$ cat config.mk
export PLATFORM = sky130hd
export DESIGN_NAME = line_substring_filter_unit
export DESIGN_NICKNAME = d
export VERILOG_FILES = /design/src/design/lsf_pkg.sv /design/src/design/lsf_cell.sv /design/src/design/line_substring_filter_unit.sv
export SDC_FILE = /design/constraint.sdc
export NUM_CORES = 1
export LEC_CHECK = 0
export ABC_AREA = 1
export BUFFER_PORTS_ARGS = -buffer_cell sky130_fd_sc_hd__buf_2
export CORE_MARGIN = 2
export CORE_UTILIZATION = 40
export CTS_BUF_LIST = sky130_fd_sc_hd__clkbuf_4 sky130_fd_sc_hd__clkbuf_8 sky130_fd_sc_hd__clkbuf_16
export DETAILED_ROUTE_END_ITERATION = 7
export HOLD_SLACK_MARGIN = 0.15
export MAX_ROUTING_LAYER = met4
export PLACE_DENSITY = 0.56
export SKIP_CTS_REPAIR_TIMING = 1
export SLEW_MARGIN = 15
export SYNTH_ARGS = -nofsm -noshare
export SYNTH_HDL_FRONTEND = slang
export SYNTH_SLANG_ARGS = --single-unit
export TNS_END_PERCENT = 100
$ cat constraint.sdc
create_clock -name clk -period 17.55 [get_ports clk]
set_clock_uncertainty 0.2 [all_clocks]
set_input_delay 0.8775 -clock clk [delete_from_list [all_inputs] [get_ports clk]]
set_output_delay 0.8775 -clock clk [all_outputs]
set_load 0.05 [all_outputs]
$ cat src/design/lsf_pkg.sv
// ----------------------------------------------------------------------------
// lsf_pkg
// Types, register indexes and byte helpers for the line substring filter.
// ----------------------------------------------------------------------------
package lsf_pkg;

    localparam int CFG_WIDTH     = 64;
    localparam int CFG_IDX_WIDTH = 3;
    localparam int LEN_WIDTH     = 5;
    localparam int PATTERN_BYTES = 16;
    localparam int PATTERN_WIDTH = 8 * PATTERN_BYTES;

    // register indexes on the configuration port
    localparam logic [CFG_IDX_WIDTH-1:0] REG_MATCH_MODE     = 3'd0;
    localparam logic [CFG_IDX_WIDTH-1:0] REG_CASE_SENSITIVE = 3'd1;
    localparam logic [CFG_IDX_WIDTH-1:0] REG_PATTERN_LENGTH = 3'd2;
    localparam logic [CFG_IDX_WIDTH-1:0] REG_PATTERN_LOW    = 3'd3;
    localparam logic [CFG_IDX_WIDTH-1:0] REG_PATTERN_HIGH   = 3'd4;

    // match modes
    localparam logic [1:0] MODE_FOUND     = 2'd0;
    localparam logic [1:0] MODE_NOT_FOUND = 2'd1;
    localparam logic [1:0] MODE_PASS_ALL  = 2'd2;

    localparam logic [7:0] CHAR_UPPER_A = 8'h41;
    localparam logic [7:0] CHAR_UPPER_Z = 8'h5A;
    localparam logic [7:0] CASE_OFFSET  = 8'h20;

    typedef struct packed {
        logic       func;
        logic [7:0] text_byte;
    } text_item_t;

    typedef struct packed {
        logic line_passes;
        logic pattern_found;
    } result_item_t;

    // control shared by every cell of the window row
    typedef struct packed {
        logic                 shift;
        logic                 clear;
        logic                 exact;
        logic [LEN_WIDTH-1:0] len;
    } cell_ctrl_t;

    function automatic logic [7:0] fold_byte(input logic [7:0] c, input logic exact);
        logic [7:0] r;
        r = c;
        if (!exact && c >= CHAR_UPPER_A && c <= CHAR_UPPER_Z)
        begin
            r = c + CASE_OFFSET;
        end
        return r;
    endfunction

endpackage

$ cat src/design/lsf_cell.sv
// ----------------------------------------------------------------------------
// lsf_cell
// One window position: compares its byte against the aligned pattern byte and
// hands its byte and valid bit on to the next position, where there is one.
// ----------------------------------------------------------------------------
module lsf_cell #(
    parameter int INDEX    = 0,
    parameter bit HAS_NEXT = 1'b1
) (
    input  logic                              clk,
    input  logic                              rst_n,
    input  lsf_pkg::cell_ctrl_t               ctrl,
    input  logic [lsf_pkg::PATTERN_WIDTH-1:0] pattern,
    input  logic [7:0]                        w_in,
    input  logic                              v_in,
    output logic [7:0]                        w_out,
    output logic                              v_out,
    output logic                              hit
);
    import lsf_pkg::*;

    logic                     active;
    logic [LEN_WIDTH-1:0]     sel;
    logic [PATTERN_WIDTH-1:0] shifted;
    logic [7:0]               pat_byte;

    // window position k lines up with pattern byte len-1-k
    always_comb
    begin
        active   = ctrl.len > LEN_WIDTH'(INDEX);
        sel      = ctrl.len - LEN_WIDTH'(INDEX) - LEN_WIDTH'(1);
        shifted  = pattern >> {sel[3:0], 3'b000};
        pat_byte = shifted[7:0];
        hit      = !active
                   || (v_in && (fold_byte(w_in, ctrl.exact) == fold_byte(pat_byte, ctrl.exact)));
    end

    generate
        if (HAS_NEXT)
        begin : g_store
            logic [7:0] w_reg;
            logic       v_reg;
            logic       v_next;

            always_comb
            begin
                v_next = v_reg;
                if (ctrl.clear)
                begin
                    v_next = 1'b0;
                end
                else if (ctrl.shift)
                begin
                    v_next = v_in;
                end
            end

            always_ff @(posedge clk or negedge rst_n)
            begin
                if (!rst_n)
                begin
                    v_reg <= 1'b0;
                end
                else
                begin
                    v_reg <= v_next;
                end
            end

            always_ff @(posedge clk)
            begin
                if (ctrl.shift)
                begin
                    w_reg <= w_in;
                end
            end

            assign w_out = w_reg;
            assign v_out = v_reg;
        end
        else
        begin : g_last
            assign w_out = 8'h00;
            assign v_out = 1'b0;
        end
    endgenerate

endmodule

$ cat src/design/line_substring_filter_unit.sv
// result: the result of a line is offered in the cycle after its end-of-line item is accepted
// throughput: one item per cycle while no result is stalled, text bytes and end-of-line items alike
// the whole window is compared combinationally across the row of cells, one per pattern byte
// a waiting result stalls input only until it is taken
// reset: match mode pass-all, fold case, empty pattern, window and found flag clear
// ----------------------------------------------------------------------------
// line_substring_filter_unit
// Per-line substring filter over a byte stream with a sliding window of cells.
// ----------------------------------------------------------------------------
module line_substring_filter_unit #(
    parameter int PATTERN_MAX = 16
) (
    input  logic                              clk,
    input  logic                              rst_n,
    input  logic                              text_valid,
    output logic                              text_ready,
    input  lsf_pkg::text_item_t               text_item,
    output logic                              result_valid,
    input  logic                              result_ready,
    output lsf_pkg::result_item_t             result_item,
    input  logic                              cfg_we,
    input  logic [lsf_pkg::CFG_IDX_WIDTH-1:0] cfg_index,
    input  logic [lsf_pkg::CFG_WIDTH-1:0]     cfg_wdata
);
    import lsf_pkg::*;

    localparam logic [LEN_WIDTH-1:0] LEN_MAX = LEN_WIDTH'(PATTERN_MAX);

    logic [1:0]               match_mode_reg;
    logic                     case_sensitive_reg;
    logic [LEN_WIDTH-1:0]     pattern_length_reg;
    logic [PATTERN_WIDTH-1:0] pattern_reg;

    logic                     found_reg;
    logic                     found_next;
    logic                     result_valid_reg;
    logic                     result_valid_next;
    result_item_t             result_item_reg;
    result_item_t             result_item_next;

    logic                     text_fire;
    logic                     byte_fire;
    logic                     eol_fire;
    logic [LEN_WIDTH-1:0]     len_eff;
    logic                     window_match;
    logic                     found_now;
    cell_ctrl_t               ctrl;

    logic [7:0]               w_chain [PATTERN_MAX];
    logic                     v_chain [PATTERN_MAX];
    logic [PATTERN_MAX-1:0]   hit;

    assign text_ready = !result_valid_reg || result_ready;
    assign text_fire  = text_valid && text_ready;
    assign byte_fire  = text_fire && !text_item.func;
    assign eol_fire   = text_fire && text_item.func;

    assign len_eff = (pattern_length_reg > LEN_MAX) ? LEN_MAX : pattern_length_reg;

    always_comb
    begin
        ctrl.shift = byte_fire;
        ctrl.clear = eol_fire;
        ctrl.exact = case_sensitive_reg;
        ctrl.len   = len_eff;
    end

    // the newest byte enters cell 0 directly and is always present
    assign w_chain[0] = text_item.text_byte;
    assign v_chain[0] = 1'b1;

    genvar k;
    generate
        for (k = 0; k < PATTERN_MAX; k++)
        begin : g_cell
            if (k < PATTERN_MAX - 1)
            begin : g_mid
                lsf_cell #(
                    .INDEX    (k),
                    .HAS_NEXT (1'b1)
                ) u_cell (
                    .clk     (clk),
                    .rst_n   (rst_n),
                    .ctrl    (ctrl),
                    .pattern (pattern_reg),
                    .w_in    (w_chain[k]),
                    .v_in    (v_chain[k]),
                    .w_out   (w_chain[k+1]),
                    .v_out   (v_chain[k+1]),
                    .hit     (hit[k])
                );
            end
            else
            begin : g_end
                lsf_cell #(
                    .INDEX    (k),
                    .HAS_NEXT (1'b0)
                ) u_cell (
                    .clk     (clk),
                    .rst_n   (rst_n),
                    .ctrl    (ctrl),
                    .pattern (pattern_reg),
                    .w_in    (w_chain[k]),
                    .v_in    (v_chain[k]),
                    .w_out   (),
                    .v_out   (),
                    .hit     (hit[k])
                );
            end
        end
    endgenerate

    assign window_match = (len_eff != '0) && (&hit);
    assign found_now    = found_reg || (len_eff == '0);

    always_comb
    begin
        found_next = found_reg;
        if (eol_fire)
        begin
            found_next = 1'b0;
        end
        else if (byte_fire && window_match)
        begin
            found_next = 1'b1;
        end
    end

    always_comb
    begin
        result_item_next               = result_item_reg;
        result_item_next.pattern_found = found_now;
        case (match_mode_reg)
            MODE_FOUND:     result_item_next.line_passes = found_now;
            MODE_NOT_FOUND: result_item_next.line_passes = !found_now;
            MODE_PASS_ALL:  result_item_next.line_passes = 1'b1;
            default:        result_item_next.line_passes = 1'b1;
        endcase
    end

    always_comb
    begin
        result_valid_next = result_valid_reg;
        if (eol_fire)
        begin
            result_valid_next = 1'b1;
        end
        else if (result_ready)
        begin
            result_valid_next = 1'b0;
        end
    end

    always_ff @(posedge clk or negedge rst_n)
    begin
        if (!rst_n)
        begin
            match_mode_reg     <= MODE_PASS_ALL;
            case_sensitive_reg <= 1'b0;
            pattern_length_reg <= '0;
            pattern_reg        <= '0;
        end
        else if (cfg_we)
        begin
            case (cfg_index)
                REG_MATCH_MODE:     match_mode_reg          <= cfg_wdata[1:0];
                REG_CASE_SENSITIVE: case_sensitive_reg      <= cfg_wdata[0];
                REG_PATTERN_LENGTH: pattern_length_reg      <= cfg_wdata[LEN_WIDTH-1:0];
                REG_PATTERN_LOW:    pattern_reg[63:0]       <= cfg_wdata;
                REG_PATTERN_HIGH:   pattern_reg[127:64]     <= cfg_wdata;
                default:            match_mode_reg          <= match_mode_reg;
            endcase
        end
    end

    always_ff @(posedge clk or negedge rst_n)
    begin
        if (!rst_n)
        begin
            found_reg        <= 1'b0;
            result_valid_reg <= 1'b0;
        end
        else
        begin
            found_reg        <= found_next;
            result_valid_reg <= result_valid_next;
        end
    end

    always_ff @(posedge clk)
    begin
        if (eol_fire)
        begin
            result_item_reg <= result_item_next;
        end
    end

    assign result_valid = result_valid_reg;
    assign result_item  = result_item_reg;

`ifndef SYNTHESIS
    // a finished line always starts the next one with a clear flag
    a_found_cleared: assert property (@(posedge clk) disable iff (!rst_n)
        eol_fire |=> !found_reg)
        else $error("found flag not cleared at end of line");

    // text bytes never create a result
    a_no_result_from_byte: assert property (@(posedge clk) disable iff (!rst_n)
        (byte_fire && !result_valid_reg) |=> !result_valid)
        else $error("result raised by a text byte");

    // empty pattern counts as found
    a_empty_found: assert property (@(posedge clk) disable iff (!rst_n)
        (eol_fire && len_eff == '0) |=> (result_valid && result_item.pattern_found))
        else $error("empty pattern not reported as found");

    // pass-all modes let every line through
    a_pass_all: assert property (@(posedge clk) disable iff (!rst_n)
        (eol_fire && match_mode_reg[1]) |=> result_item.line_passes)
        else $error("line blocked in pass-all mode");

    // a stalled result holds off new items
    a_stall_blocks: assert property (@(posedge clk) disable iff (!rst_n)
        (result_valid && !result_ready) |-> !text_ready)
        else $error("item accepted while a result is stalled");
`endif

endmodule
==> out/qor.txt <==
DR vias/cell: 5.61
Final Non-Filler Cells: 4165
Iter 0 DRT Violations: 2714
final hold vios: 0
final slew viol count: 0
Num CTS Buffers: 35
top_reg_cell synth: dfrtp_1
top cells by area, synth: nand2_1 (24%), dfrtp_1 (18%), edfxtp_1 (17%)
DRC viols: 8
EDFF count, synth: 122
Clock transition at path regs: 60 ps
GRT Total Usage: 35.6%
Ports: 85
WHS: 193 ps
H-tree depth: 2
FP Rows: 85
Routed WL per cell: 23.3 um
slowest stage cell, crit path: buf_4
peak per-stage delay on the critical path: 810 ps
DP Area: 22400 sq um
fin area: 23600 sq um
Tot Pwr: 3.57 mW
Flop pwr share: 23.5%
die area: 55900 sq um
Post-Synthesis Cells: 3442
synthesized flop and latch total: 275
post-synth top area cell: nand2_1
crit-path max FO: 96
Req. time, crit path: 17850 ps
Die Ht: 237 um
Skew-Pair Late Insertion Delay: 560 ps
Sw Ratio: 52.3%
Initial Util: 40.4%
CP top delay family: simple AND/OR/NAND/NOR gates
worst min path class: in2async
post-route setup TNS: 0 ps
failing checks: DRC
Crit Path Category: reg2reg
total wire length: 97.2 mm
DR vias: 23349
max-cap violations: 0
Seq/Total Area, Yosys: 34.6%
Root Buffer: clkbuf_16
outcome: complete, but fails checks
CORE AREA: 53600 sq um
VDD IR max: 0.0000853 V
most used cell, CP: nand2_1
layout cells sized above 1: 6.47%
clk buf depth: 3
final core utilization: 44.0%
Gate power share: 55.8%
Lkg Pwr: 11.9 nW
Detailed Routing Iterations Pass 1: 8
fmax: 162 MHz
final setup fails: 0
IO Port Bufs: 84
cell area after synthesis: 21600 sq um
Clk pwr share: 20.7%
Critical Path AT: 6460 ps
Worst Slack Setup Final: 11390 ps
Async SR Flop Fraction: 55.6%
Layout Area Growth over Synthesis: 9.11%
final worst-path cycle share: 35.1%
Post-Synthesis Net Count: 3559
Die Width: 237 um
actual slew at the worst max-slew pin: 1140 ps
RSZ-0062 raised after global routing: false
ANT nets after route: 0
dpl ws: 11590 ps
clock net sink count: 275
CP Buf/Inv Count: 2
Yosys top cell area share: 24.2%
Synthesis Warnings: 0
cell with the most instances after synthesis: nand2_1
Largest register FFs: 128
critical path cell sequence: inv_2, nand2_4, buf_4, o21ai_0, o21ai_0, nand2_1, and2_1, nand2_1, nand2_1, nor2_1, nand3_1, nand3_1, nand2_1, nand3b_1, nand2_1, nor2_1, nand3_1, nor2_1, nand3_1, nand2_1
power density over the cells: 151 nW/um^2
Unique masters post-synth: 38
DP Wirelength: 78.4 mm
pin count of the biggest net entering global routing: 122
fillcell total: 5801
first-pass GRT wire length: 141 mm
type of origin of the critical path: flip-flop
P_int: 1.70 mW
CP Capture Type: flip-flop
Nets: 3555
commonest cells in the netlist: nand2_1 (1397), nand3_1 (446), inv_1 (355), o21ai_0 (254), nor2_1 (172)
P_sw: 1.87 mW
vias in the first global route: 21052
total gr overflow: 0
syn avg cell area: 6.28 sq um
CTS tree: built
initial antenna violation count: 4
Inst Count DP: 4097
clock period minus worst slack: 6160 ps
Worst slew margin: 24.1%
gpl congestion: 1.02
==> per-layer routing <==
layer,GRT usage (%),vias to the layer above,routed length (um)
met2,54.2,1036,42800
met3,5.91,155,8150
met5,-,-,0
met1,47.3,11008,41900
met4,13.9,0,4430
li1,-,11150,-
==> placed cells by master (no fill, tap or decap), types with 4 or more instances in the layout <==
master      Yosys  routed
nor2_2         13      13
inv_2           7       7
xor2_1         25      25
a21oi_1        26      26
clkbuf_16       0      37
nor2_1        172     171
clkinv_2        0       5
buf_2          58      83
clkinvlp_4      0       4
o21ai_0       254     254
o21bai_1       14      14
nor4_1         15      15
diode_2         0       5
and2_1          8       8
o211ai_1       11      11
nand4_1        63      63
nor3_1         18      18
ha_1           36      36
nand2_2         9       9
nand2_1      1397    1396
nand3b_1       29      29
clkbuf_4        0       8
buf_4          12      19
inv_6           0       4
nand3_1       446     444
edfxtp_1      122     122
inv_1         355     355
or2_2          18      18
dfrtp_1       152     151
o22ai_1        15      15
o21ai_1        76      76
==> cells by family (layout without fill, tap and decap cells) <==
group,Yosys count,in the layout,share of synthesized area [%]
flip-flops,275,275,34.6
adder cells (fa/ha/maj),36,36,2.08
AO/OA/AOI/OAI,407,407,9.95
other,0,5,0
AND/OR/NAND/NOR,2190,2190,42.7
XOR/XNOR,28,28,1.13
buffers and inverters,506,528,9.46
==> cell type report <==
class	instances	area [sq um]	share of cell area, %
well taps	696	871	3.69
clock buffers	48	1030	4.35
multi-input cells	2661	12100	51.4
inverters	362	1360	5.76
flip-flops and latches	275	7490	31.8
diodes	5	12.5	0.0530
clock inverters	15	136	0.578
repair buffers	103	569	2.41
==> power by group through the flow <==
| stage | clock network [mW] | logic (mW) | registers (mW) |
|---|---|---|---|
| global route | 0.774 | 2.20 | 0.847 |
| detailed placement | 0 | 1.94 | 0.847 |
| global placement | 0 | 1.93 | 0.847 |
| finish | 0.739 | 1.99 | 0.840 |
| floorplan | 0 | 1.33 | 0.807 |
| CTS | 0.751 | 1.95 | 0.836 |
==> final timing paths <==
check | startpoint | end | slack, ps | depth (start not counted)
max | pattern_length_reg[4] | found_reg | 11390 | 20
min | rst_n | pattern_reg[95] | 190 | 1
max reg2reg | pattern_length_reg[4] | found_reg | 11390 | 20
min reg2reg | g_cell[13].g_mid.u_cell.w_out[0] | g_cell[14].g_mid.u_cell.w_out[0] | 270 | 0
max in group asynchronous | rst_n | pattern_length_reg[1] | 15300 | 2
min in group clk | g_cell[13].g_mid.u_cell.w_out[0] | g_cell[14].g_mid.u_cell.w_out[0] | 270 | 0
No activity file was read; power rests on OpenSTA's default activity.
